$ cat src/sv/hftd_pkg.sv
// Shared types and constants for the Huffman tree table decoder.
// No dependencies; imported by every module of the block.
`default_nettype none

package hftd_pkg;

	localparam int NODE_COUNT_DEF   = 1024;
	localparam int MAX_CODE_LEN_DEF = 16;

	localparam int SYM_W     = 9;
	localparam int CODE_W    = 16;
	localparam int CODE_IW   = $clog2(CODE_W);
	localparam int LEN_W     = 5;
	localparam int BYTE_W    = 8;
	localparam int BYTE_IW   = $clog2(BYTE_W);
	localparam int OUT_SYM_W = 8;

	localparam int S_TDATA_W = 40;
	localparam int S_TUSER_W = 2;
	localparam int M_TDATA_W = 8;
	localparam int M_TUSER_W = 2;

	localparam int QUEUE_DEPTH = 2;

	localparam logic [SYM_W-1:0] END_SYMBOL = 9'd256;

	localparam logic [S_TUSER_W-1:0] FUNC_CLEAR  = 2'd0;
	localparam logic [S_TUSER_W-1:0] FUNC_ADD    = 2'd1;
	localparam logic [S_TUSER_W-1:0] FUNC_DECODE = 2'd2;

	typedef enum logic [1:0] {
		KIND_CLEAR,
		KIND_ADD,
		KIND_DECODE
	} cmd_kind_t;

	typedef struct packed {
		cmd_kind_t          kind;
		logic [SYM_W-1:0]   symbol;
		logic [CODE_W-1:0]  code_bits;
		logic [LEN_W-1:0]   code_len;
		logic [BYTE_W-1:0]  data_byte;
	} cmd_t;

	typedef enum logic [2:0] {
		ENG_IDLE,
		ENG_ADD_WALK,
		ENG_ADD_LINK,
		ENG_ADD_CHAIN,
		ENG_DEC_STEP,
		ENG_DEC_FLUSH
	} eng_state_t;

endpackage

`default_nettype wire

$ cat src/sv/hftd_queue.sv
// Short command queue between the front end and the tree engine.
// Depends on hftd_pkg for the command type and depth.
`default_nettype none

module hftd_queue (
	input  wire             clk,
	input  wire             arst_n,
	input  wire             in_valid,
	output logic            in_ready,
	input  hftd_pkg::cmd_t  in_cmd,
	output logic            out_valid,
	input  wire             out_pop,
	output hftd_pkg::cmd_t  out_cmd
);
	import hftd_pkg::*;

	localparam int PW = $clog2(QUEUE_DEPTH);
	localparam int CNTW = $clog2(QUEUE_DEPTH + 1);

	cmd_t              slot_q [QUEUE_DEPTH];
	logic [PW-1:0]     wr_ptr_q;
	logic [PW-1:0]     rd_ptr_q;
	logic [CNTW-1:0]   count_q;
	logic              push;
	logic              pop;

	assign in_ready  = (count_q != CNTW'(QUEUE_DEPTH));
	assign out_valid = (count_q != '0);
	assign out_cmd   = slot_q[rd_ptr_q];
	assign push      = in_valid && in_ready;
	assign pop       = out_pop && out_valid;

	always_ff @(posedge clk or negedge arst_n) begin
		if (!arst_n) begin
			wr_ptr_q <= '0;
			rd_ptr_q <= '0;
			count_q  <= '0;
		end else begin
			if (push) begin
				wr_ptr_q <= wr_ptr_q + PW'(1);
			end
			if (pop) begin
				rd_ptr_q <= rd_ptr_q + PW'(1);
			end
			if (push && !pop) begin
				count_q <= count_q + CNTW'(1);
			end else if (pop && !push) begin
				count_q <= count_q - CNTW'(1);
			end
		end
	end

	always_ff @(posedge clk) begin
		if (push) begin
			slot_q[wr_ptr_q] <= in_cmd;
		end
	end

endmodule

`default_nettype wire

$ cat config.mk
export PLATFORM = sky130hd
export DESIGN_NAME = hftd_queue
export DESIGN_NICKNAME = d
export VERILOG_FILES = /design/src/sv/hftd_pkg.sv /design/src/sv/hftd_queue.sv
export SDC_FILE = /design/constraint.sdc
export NUM_CORES = 1
export LEC_CHECK = 0
export ABC_AREA = 1
export BUFFER_PORTS_ARGS = -buffer_cell sky130_fd_sc_hd__buf_2
export CORE_MARGIN = 2
export CORE_UTILIZATION = 35
export CTS_BUF_LIST = sky130_fd_sc_hd__clkbuf_4 sky130_fd_sc_hd__clkbuf_8
export DETAILED_ROUTE_END_ITERATION = 16
export PLACE_DENSITY_LB_ADDON = 0.2
export REMOVE_ABC_BUFFERS = 1
export SLEW_MARGIN = 10
export SYNTH_ARGS = -nofsm -noshare
export SYNTH_HDL_FRONTEND = slang
export SYNTH_SLANG_ARGS = --single-unit
$ cat constraint.sdc
create_clock -name clk -period 7.6 [get_ports clk]
set_clock_uncertainty 0.2 [all_clocks]
set_input_delay 0.38 -clock clk [delete_from_list [all_inputs] [get_ports clk]]
set_output_delay 0.38 -clock clk [all_outputs]
set_load 0.02 [all_outputs]
==> results.yml <==
run_status:
  outcome: "complete, no violations"
layout:
  fin_nets: 374
  n_antenna_cell: 0
  drive_gt1_share_pct: 34.1
  stdcell_count: 442
  syn_to_final_growth_pct: 23.2
  n_fill_cell: 847
  final_util_pct: 44.9
synth:
  syn_area_per_cell_sq_um: 13.4
  synthesis.area_sq_mm: 0.00319
  ys_seq_elements: 84
  synth_most_common_cell: "nand2_1"
  yosysSeqAreaShare_pct: 78.4
  synthTopCellsByArea: "edfxtp_1, nand2_1, dfrtp_1"
  ys.warnings.count: 0
  synth_common_cells: "nand2_1, edfxtp_1"
  syn_inst: 238
  netlist.area_leader.share_pct: 75.2
  ys_types: 17
  synth-main-ff-cell: "edfxtp_1"
  synth_area_leader_cell: "edfxtp_1"
  async_reset_ff_share_pct: 4.76
  synth-edff-count: 80
critical_path:
  end_kind: "primary output"
  slowest_delay_ns: 0.89
  critPathMaxFanout: 42
  crit_required_ns: 7.02
  start_kind: "register"
  cp.arrival_ns: 1.90
  cp_slowest_cell: "dfrtp_2"
  path_cells: "inv_6 > nand2_1 > nand2_1 > buf_2"
  critical-path-top-cell-by-count: "nand2_1"
  crit_type: "register to primary output"
die:
  die_h_microns: 99.5
  rows: 34
  die_w_microns: 99.5
  initial_core_util_pct: 36.4
  io_pins: 86
  dieArea_sq_mm: 0.00990
  core_sq_mm: 0.00876
timing:
  max_freq_mhz: 404
  finalHoldViolCount: 0
  setup_viol: 0
  tns_ns: 0
  post-route-period-util_pct: 32.6
  rsz0062_at_grt: "no"
  timing.final.crit_period_ns: 2.48
  worst_slew_pin_slew_ns: 0.796
  relSlewSlack_pct: 46.9
  slew_viol_final: 0
clocking:
  clk_latency_ns: 0.33
  htreeDepth: 3
  cts.clk_slew.worst_paths_ns: 0.09
  cts_tree: "yes"
  root_buffer: "clkbuf_8"
  cts_resized: 0
  cts_made_buffers: 9
  clockBufferDepth: 2
  cts.sinks: 84
power_and_ir_drop:
  vdd_ir_drop_max_mv: 0.234
  powerDensity_mw_per_mm2: 403
  p_leak_nw: 1.70
routing:
  drt-total-wl_mm: 5.82
  drc_errors: 0
  ant_nets: 0
  dr.pass1.iters: 4
  first_iter_violations: 79
  post_drt_wl_per_cell_microns: 13.2
  viasPerCell: 4.32
  vias: 1910
grt:
  grt-ovfl-total: 0
  grtUsageMet3_pct: 3.09
  track_usage_pct: 12.4
  grt_util_met2_pct: 19.7
  grt_pass1_wl_mm: 9.20
  grt_pass1_vias: 1857
  grt_max_degree: 43
  antenna_found_initial: 0
  grtUsageMet1_pct: 16.3
  top_usage_layer: "met2"
placement:
  portBuffers: 85
  gp_congestion: 0.660
  dp_hpwl_mm: 3.48
  place_inst: 424
run:
  cap_violations: 0
worst_hold_path:
  hp-class: "input pin to register"
## cell usage in the layout, fill, tap and decap left out, drive strengths merged
master and n:
buf 87, bufinv 2, clkbuf 10, clkinv 2, clkinvlp 2, dfrtp 4, dlygate4sd3 2, edfxtp 80
ha 1, inv 7, nand2 130, nand3 2, nand4 1, nor2 2, xnor2 1, xor2 1
## kinds of logic (layout without fill, tap and decap cells)
family | count (synthesis) | count (layout) | synth area share (%)
buffers and inverters | 16 | 112 | 3.80
XOR/XNOR | 2 | 2 | 0.784
AND/OR/NAND/NOR | 135 | 135 | 16.7
flip-flops | 84 | 84 | 78.4
adder cells (fa/ha/maj) | 1 | 1 | 0.392
## layer usage
layer	routed length (microns)	up-vias
met1	2690	875
met4	113	0
met2	2710	53
met3	304	10
li1	-	972
met5	0	-
## flip-flops by register name, indices dropped and copies added (netlist names)
register / count
count_q: 2
rd_ptr_q: 1
slot_q: 80
wr_ptr_q: 1
## area by class of cell
cell class              count  area [sq um]  share of cell area (%)
multi-input cells         138           584                    14.8
clock inverters             6          88.8                    2.26
inverters                   7          31.3                   0.795
well taps                 108           135                    3.43
clock buffers              10           131                    3.34
flip-flops and latches     84          2500                    63.6
repair buffers             89           460                    11.7
## through the flow
stage          setup WS [ns]  area [sq um]  hold WS (ns)  power [mW]
6_report                5.12          3940        0.0228        1.59
5_1_grt                 4.87          3940      0.000756        1.70
4_1_cts                 5.01          3930       0.00548        1.62
3_5_place_dp            5.37          3690      -0.00856        1.27
3_3_place_gp            5.38          3690      -0.00303        1.27
2_1_floorplan           4.66          3100        -0.116        1.06
## power breakdown
part,switching [mW],internal [mW],total [mW]
registers,0.0635,0.634,0.697
logic,0.383,0.163,0.547
clock network,0.153,0.189,0.341
## final timing paths
check,from,cells past startpoint,end,slack [ns]
setup / recovery,rd_ptr_q,4,out_cmd[9],5.12
hold / removal,in_cmd[21],1,slot_q[0][21],0.02
hold reg to reg,count_q[0],1,count_q[0],0.32
min in group asynchronous,arst_n,2,count_q[1],0.17
max in group asynchronous,arst_n,2,rd_ptr_q,6.89
setup reg to reg,count_q[0],5,slot_q[0][9],5.83
## timing repair
action / CTS / global route
buffers inserted: 0 / 0
endpoints found under the setup margin: 0 / 0
endpoints found under the hold margin: 4 / 2
hold buffers: 1 / 1
## critical path: cells and delay by family, from the launching register on
| family | cells | cell delay [ns] |
|---|---|---|
| flip-flops | 1 | 0.89 |
| buffers and inverters | 2 | 0.45 |
| AND/OR/NAND/NOR | 2 | 0.22 |
No activity file was read; power rests on OpenSTA's default activity.
