==> config.mk <==
export PLATFORM = sky130hd
export DESIGN_NAME = hftd_front
export DESIGN_NICKNAME = d
export VERILOG_FILES = /design/src/sv/hftd_pkg.sv /design/src/sv/hftd_front.sv
export SDC_FILE = /design/constraint.sdc
export NUM_CORES = 1
export LEC_CHECK = 0
export ABC_CLOCK_PERIOD_IN_PS = 2400
export BUFFER_PORTS_ARGS = -buffer_cell sky130_fd_sc_hd__buf_4
export CAP_MARGIN = 20
export CORE_ASPECT_RATIO = 1.1
export CORE_MARGIN = 4
export CORE_UTILIZATION = 40
export DETAILED_ROUTE_END_ITERATION = 10
export GPL_TIMING_DRIVEN = 0
export PLACE_DENSITY = 0.77
export SLEW_MARGIN = 20
export SYNTH_ARGS = -nofsm -noshare
export SYNTH_HDL_FRONTEND = slang
export SYNTH_SLANG_ARGS = --single-unit
==> constraint.sdc <==
create_clock -name clk -period 2.4 [get_ports clk]
set_clock_uncertainty 0.1 [all_clocks]
set_input_delay 0.24 -clock clk [delete_from_list [all_inputs] [get_ports clk]]
set_output_delay 0.24 -clock clk [all_outputs]
set_load 0.05 [all_outputs]
==> src/sv/hftd_pkg.sv <==
// Shared types and constants for the Huffman tree table decoder.
// No dependencies; imported by every module of the block.
`default_nettype none

package hftd_pkg;

	localparam int NODE_COUNT_DEF   = 1024;
	localparam int MAX_CODE_LEN_DEF = 16;

	localparam int SYM_W     = 9;
	localparam int CODE_W    = 16;
	localparam int CODE_IW   = $clog2(CODE_W);
	localparam int LEN_W     = 5;
	localparam int BYTE_W    = 8;
	localparam int BYTE_IW   = $clog2(BYTE_W);
	localparam int OUT_SYM_W = 8;

	localparam int S_TDATA_W = 40;
	localparam int S_TUSER_W = 2;
	localparam int M_TDATA_W = 8;
	localparam int M_TUSER_W = 2;

	localparam int QUEUE_DEPTH = 2;

	localparam logic [SYM_W-1:0] END_SYMBOL = 9'd256;

	localparam logic [S_TUSER_W-1:0] FUNC_CLEAR  = 2'd0;
	localparam logic [S_TUSER_W-1:0] FUNC_ADD    = 2'd1;
	localparam logic [S_TUSER_W-1:0] FUNC_DECODE = 2'd2;

	typedef enum logic [1:0] {
		KIND_CLEAR,
		KIND_ADD,
		KIND_DECODE
	} cmd_kind_t;

	typedef struct packed {
		cmd_kind_t          kind;
		logic [SYM_W-1:0]   symbol;
		logic [CODE_W-1:0]  code_bits;
		logic [LEN_W-1:0]   code_len;
		logic [BYTE_W-1:0]  data_byte;
	} cmd_t;

	typedef enum logic [2:0] {
		ENG_IDLE,
		ENG_ADD_WALK,
		ENG_ADD_LINK,
		ENG_ADD_CHAIN,
		ENG_DEC_STEP,
		ENG_DEC_FLUSH
	} eng_state_t;

endpackage

`default_nettype wire

==> src/sv/hftd_front.sv <==
// Front end: accepts input beats, sorts them into commands and drops
// malformed adds and unused function codes. Depends on hftd_pkg.
`default_nettype none

module hftd_front #(
	parameter int MAX_CODE_LEN = hftd_pkg::MAX_CODE_LEN_DEF
) (
	input  wire                            clk,
	input  wire                            arst_n,
	input  wire                            s_tvalid,
	output logic                           s_tready,
	input  wire [hftd_pkg::S_TDATA_W-1:0]  s_tdata,
	input  wire [hftd_pkg::S_TUSER_W-1:0]  s_tuser,
	output logic                           q_valid,
	input  wire                            q_ready,
	output hftd_pkg::cmd_t                 q_cmd
);
	import hftd_pkg::*;

	cmd_t cmd_c;
	logic keep_c;
	logic len_ok_c;
	logic valid_s1;
	cmd_t cmd_s1;

	always_comb begin
		cmd_c.symbol    = s_tdata[8:0];
		cmd_c.code_bits = s_tdata[24:9];
		cmd_c.code_len  = s_tdata[29:25];
		cmd_c.data_byte = s_tdata[37:30];
		cmd_c.kind      = KIND_CLEAR;
		len_ok_c = (cmd_c.code_len != '0) &&
			({1'b0, cmd_c.code_len} <= 6'(CODE_W)) &&
			({1'b0, cmd_c.code_len} <= 6'(MAX_CODE_LEN));
		keep_c = 1'b0;
		case (s_tuser)
			FUNC_CLEAR: begin
				cmd_c.kind = KIND_CLEAR;
				keep_c     = 1'b1;
			end
			FUNC_ADD: begin
				cmd_c.kind = KIND_ADD;
				keep_c     = len_ok_c && (cmd_c.symbol <= END_SYMBOL);
			end
			FUNC_DECODE: begin
				cmd_c.kind = KIND_DECODE;
				keep_c     = 1'b1;
			end
			default: begin
				keep_c = 1'b0;
			end
		endcase
	end

	assign s_tready = !valid_s1 || q_ready;
	assign q_valid  = valid_s1;
	assign q_cmd    = cmd_s1;

	always_ff @(posedge clk or negedge arst_n) begin
		if (!arst_n) begin
			valid_s1 <= 1'b0;
		end else if (s_tvalid && s_tready) begin
			valid_s1 <= keep_c;
		end else if (q_ready) begin
			valid_s1 <= 1'b0;
		end
	end

	always_ff @(posedge clk) begin
		if (s_tvalid && s_tready) begin
			cmd_s1 <= cmd_c;
		end
	end

endmodule

`default_nettype wire

==> impl_metrics.ini, run 1 <==
[pwr]
swShare_pct = 27.9
netSwitchingPower_uw = 463
clkPwrFrac_pct = 26.0
intPower_mw = 1.20
comb_power_share_pct = 22.4
p_leak_nw = 1.04
power.total_mw = 1.66
peakVddDrop_mv = 0.434
p_per_area_nw_per_um2 = 674
p_seq_share_pct = 51.5

[global_routing]
grt.total_usage_pct = 20.2
overflow = 0
grt_use_met3_pct = 8.37
grt_pass1_vias = 1107
grt_max_degree = 41
grtUsageMet2_pct = 35.2
grt_antenna_before_repair = 0
grt_most_used_layer = met2
grt_use_met1_pct = 22.4
grt_pass1_wl_um = 6110

[worst_hold_path]
worstHoldEndpoint = q_valid
hold_start = s_tvalid
hold_class = in -> reg
hold_depth = 3

[clock_network]
cts-htree-levels = 2
cts_setup_buffers = 0
clk_latency_ns = 0.34
ctsHoldBuffers = 39
clkTransAtPathRegs_ns = 0.11
cts_buffer_depth = 2
root_buffer = clkbuf_4
ctsResizeCount = 0
cts.sink_count = 41
cts_tree = yes
numCtsBuffers = 5

[timing]
fmaxAchievable_mhz = 576
rsz0062_at_grt = no
max_slew_margin_pct = 40.2
worstMarginPinSlew_ns = 0.897
finalMaxSlewViolations = 0
hold_viol_final = 0
fin_crit_ns = 1.74
fin_crit_sh_pct = 72.4
finalSetupTns_ns = 0
setup_viol = 0

[detailed_routing]
drc_errors = 0
avgRoutedWirePerCell_um = 18.6
drtIter0Drc = 42
wl_um = 4050
vias = 1035
viasPerCell = 4.75
ant_nets = 0
drtPass1Iterations = 4

[floorplan]
die_x_um = 62.8
top_level_ports = 88
core_area_um2 = 3100
die_area_um2 = 4280
initial_core_util_pct = 42.6
fp-row-count = 21
die_h_um = 68.3

[yosys]
synthSimpleGateAreaFrac_pct = 5.21
synth_xor_area_share_pct = 0.664
synth-compound-area-share_pct = 1.23
syn_avg_cell_area_um2 = 24.9
syn_area_um2 = 1320
synth_largest_area_cell = edfxtp_1
synth_top_area_share_pct = 91.0
yosys.area_share.adder_pct = 0
syn-num-nets = 99
synthDistinctLibCells = 10
postSynthCellCount = 53
ys_ff_latch = 41
synthMuxAreaShare_pct = 0
yosys_warnings = 0
yosysSeqAreaShare_pct = 92.9
synth_top_family_by_area = simple AND/OR/NAND/NOR gates
yosys-top-cells-area = edfxtp_1 91%, dfrtp_1 1.9%, nor4_2 1.9%

[critical_path]
r2r_slack_ns = 0.66
crit_path_cell_trace = nand2b_1 > and2_2
cp.depth = 2
r2r_end = q_cmd[5]
r2r_start = q_valid
crit_family = simple AND/OR/NAND/NOR gates
critPathSlowestCell = and2_2
worstPathRequired_ns = 2.28
criticalPathCategory = reg -> reg
start_kind = flop
worstSetupEndpointType = flop
max_stage_delay_ns = 0.75
r2r_cells = 2
cp.arrival_ns = 1.61
cp_max_fo = 40
cp_num_buf_inv = 0

[outcome]
status = finished, final reports clean

[cells_and_area]
diodes = 0
final_nets = 230
fin_cells = 218
fill_cells = 170
syn_to_final_growth_pct = 86.7
multi_input_area_um2 = 95.1
fin_area_um2 = 2460
seqCellArea_um2 = 1230
layout-drive-gt1-share_pct = 51.6

[placed_design]
dp.cells = 172
placed_area_um2 = 2000
portBuffers = 85
dp_hpwl_um = 2310
gp_congestion = 0.646

[run]
maxCapViolCount = 0
==> worst min-delay path, stage by stage <==
cell and delay [ns]:
buf_4 0.09, nand2b_1 0.05, o311ai_1 0.08
==> cell type report <==
class	count	share of cell area (%)
multi-input cells	12	3.86
well taps	34	1.73
flip-flops and latches	41	49.7
clock inverters	2	1.42
repair buffers	124	41.7
clock buffers	5	1.52
==> power by group through the flow <==
stage	Clock, mW	Combinational, mW	Sequential, mW
after floorplan	0	0.0273	1.02
after global placement	0	0.312	0.868
after detailed placement	0	0.318	0.870
after CTS	0.433	0.371	0.854
after global routing	0.474	0.388	0.862
final	0.433	0.373	0.857
==> cell usage after synthesis <==
master	instances
o311ai_1	1
a21boi_1	1
nand2b_1	3
edfxtp_1	40
xor2_1	1
nor4_2	2
nor2b_1	2
nor4_1	1
dfrtp_1	1
and2_1	1
==> layout by cell type, fill, tap and decap left out <==
cell / Yosys / layout
buf_4: 0 / 85
edfxtp_1: 40 / 40
dlygate4sd3_1: 0 / 39
clkbuf_4: 0 / 5
nand2b_1: 3 / 3
nor2b_1: 2 / 2
nor4_2: 2 / 2
and2_2: 0 / 1
a21boi_1: 1 / 1
nor4_1: 1 / 1
xor2_1: 1 / 1
o311ai_1: 1 / 1
clkinv_2: 0 / 1
bufinv_16: 0 / 1
dfrtp_1: 1 / 1
==> worst max-delay path by stage <==
stage / startpoint / to / slack, ns
floorplan: q_valid / q_cmd[0] / 0.19
global placement: q_valid / q_cmd[26] / 0.71
detailed placement: q_valid / q_cmd[7] / 0.69
CTS: q_valid / q_cmd[29] / 0.65
global route: q_valid / q_cmd[39] / 0.54
finish: q_valid / q_cmd[5] / 0.66
==> metrics by stage <==
stage                     hold slack (ns)  utilization (%)  setup WS (ns)
after global placement            -0.0840             64.6          0.714
after floorplan                    -0.156                -          0.188
after global routing               0.0283             79.5          0.539
after detailed placement          -0.0833             64.6          0.689
final                              0.0465             79.5          0.663
after CTS                          0.0425             79.5          0.652
==> layer usage <==
metal / share of wire [%] / vias up
met3: 9.6 / 6
li1: - / 469
met2: 50 / 67
met1: 39 / 493
met5: 0 / -
met4: 1.2 / 0
==> registers in the layout, indices dropped and copies added, names as in the netlist <==
register	flops
q_valid	1
q_cmd	40
==> kinds of logic after synthesis <==
kind of cell    after synthesis
simple gates                  9
compound gates                2
xor+xnor                      1
flops                        41
Power figures use the tool's default switching activity.
==> run 2: changes to the inputs <==
--- a/config.mk
+++ b/config.mk
@@ -5,7 +5,7 @@
 export SDC_FILE = /design/constraint.sdc
 export NUM_CORES = 1
 export LEC_CHECK = 0
-export ABC_CLOCK_PERIOD_IN_PS = 2400
+export ABC_CLOCK_PERIOD_IN_PS = 1800
 export BUFFER_PORTS_ARGS = -buffer_cell sky130_fd_sc_hd__buf_4
 export CAP_MARGIN = 20
 export CORE_ASPECT_RATIO = 1.1
==> constraint.sdc (replaced) <==
create_clock -name clk -period 1.8 [get_ports clk]
set_clock_uncertainty 0.1 [all_clocks]
set_input_delay 0.18 -clock clk [delete_from_list [all_inputs] [get_ports clk]]
set_output_delay 0.18 -clock clk [all_outputs]
set_load 0.05 [all_outputs]
==> run 2 against run 1 <==
Net effect: first-iteration DRC count increased by 83%; sequential power increased by 33%; via count increased by 2.7%; global-route usage about the same; total power increased by 34%; final cell count increased by 1.4%; maximum frequency increased by 22%; sequential share of layout area decreased by 0.67 points; combinational power increased by 35%; register-to-register slack got worse by 0.29 ns; clock power increased by 35%; cell area increased by 1.4%; highest routed layer unchanged.
==> impl_metrics.ini, run 2 (synthesized netlist as in run 1, its figures left out) <==
[outcome]
status = finished, final reports clean

[detailed_routing]
drtIter0Drc = 77
drtPass1Iterations = 4
viasPerCell = 4.81
avgRoutedWirePerCell_um = 18.5
drc_errors = 0
top_layer = met4
dr_wl_met3_um = 450
routedLengthMet1_um = 1440
vias = 1063
wl_met2_um = 2120
ant_nets = 0
wl_um = 4080

[critical_path]
r2r_cells = 2
crit_path_cell_trace = nand2b_2 > and2_4
criticalPathCategory = reg -> reg
crit_family = simple AND/OR/NAND/NOR gates
cp_max_fo = 40
r2r_start = q_valid
critPathSlowestCell = and2_4
r2r_end = q_cmd[33]
worstPathRequired_ns = 1.70
start_kind = flop
r2r_slack_ns = 0.38
worstSetupEndpointType = flop
cp.arrival_ns = 1.32
max_stage_delay_ns = 0.47
cp_num_buf_inv = 0

[clock_network]
cts_tree = yes
cts-htree-levels = 2
root_buffer = clkbuf_4
clkTransAtPathRegs_ns = 0.11
cts.sink_count = 41
cts_setup_buffers = 0
numCtsBuffers = 5
clk_latency_ns = 0.34
cts_buffer_depth = 2

[timing]
rsz0062_at_grt = no
finalSetupTns_ns = 0
setup_viol = 0
hold_viol_final = 0
fin_crit_ns = 1.42
max_slew_margin_pct = 66.9
worstMarginPinSlew_ns = 0.497
holdWs_ns = 0.0317
fmaxAchievable_mhz = 702
finalMaxSlewViolations = 0
fin_crit_sh_pct = 79.1

[floorplan]
initial_core_util_pct = 42.6
core_area_um2 = 3100
top_level_ports = 88
die_area_um2 = 4280
die_x_um = 62.8
fp-row-count = 21
die_h_um = 68.3

[cells_and_area]
diodes = 0
final_common_cell = buf_4
largest_reg_flops = 40
final_nets = 233
final_cell_mix = 85 x buf_4, 42 x dlygate4sd3_1, 40 x edfxtp_1, 5 x clkbuf_4
syn_to_final_growth_pct = 89.3
layout-drive-gt1-share_pct = 51.3

[global_routing]
grt.total_usage_pct = 20.2
overflow = 0
grt_antenna_before_repair = 0
grt_pass1_vias = 1102
grt_pass1_wl_um = 6020
grt_max_degree = 41

[worst_hold_path]
hold_class = in -> async

[run]
maxCapViolCount = 0

[pwr]
power.total_mw = 2.23
peakVddDrop_mv = 0.540
p_per_area_nw_per_um2 = 893
p_leak_nw = 1.05

[placed_design]
gp_congestion = 0.634
portBuffers = 85
run 2: worst max path at each step:
stage,startpoint,endpoint,slack [ns],cells past startpoint
6_report,q_valid,q_cmd[33],0.38,2
5_1_grt,q_valid,q_cmd[31],0.31,2
4_1_cts,q_valid,q_cmd[27],0.36,2
3_5_place_dp,q_valid,q_cmd[0],0.38,2
3_3_place_gp,q_valid,q_cmd[15],0.40,2
2_1_floorplan,q_valid,q_cmd[0],0.005,2
run 2: through the flow:
step | utilization (%) | setup WS (ns) | cell area [um^2] | instances
after floorplan | - | 0.00459 | 1330 | 53
after global placement | 64.7 | 0.397 | 2010 | 172
after detailed placement | 64.7 | 0.384 | 2010 | 172
after CTS | 79.9 | 0.359 | 2480 | 219
after global routing | 80.6 | 0.306 | 2500 | 221
final | 80.6 | 0.376 | 2500 | 221
run 2: layout make-up:
| cell class | instances | area (um^2) |
|---|---|---|
| clock buffer | 5 | 37.5 |
| clock inverter | 2 | 35.0 |
| fill | 160 | 602 |
| multi-input combinational | 12 | 98.8 |
| sequential | 41 | 1230 |
| tap | 34 | 42.5 |
| timing repair buffer | 127 | 1060 |
run 2: metal layers:
layer  vias up  track usage (%)
met5         -                0
met4         0             8.26
met3         7             10.5
met2        76             34.5
met1       502             21.6
li1        478                -
run 2: timing repair:
item,4_1_cts,5_1_grt
hold endpoints to repair,40,2
hold buffers,40,2
resized for setup,0,0
run 2: report_power, final:
part	leakage, nW	internal (mW)	switching, mW
registers	0.397	1.12	0.0204
logic	0.612	0.200	0.304
clock network	0.0410	0.283	0.302
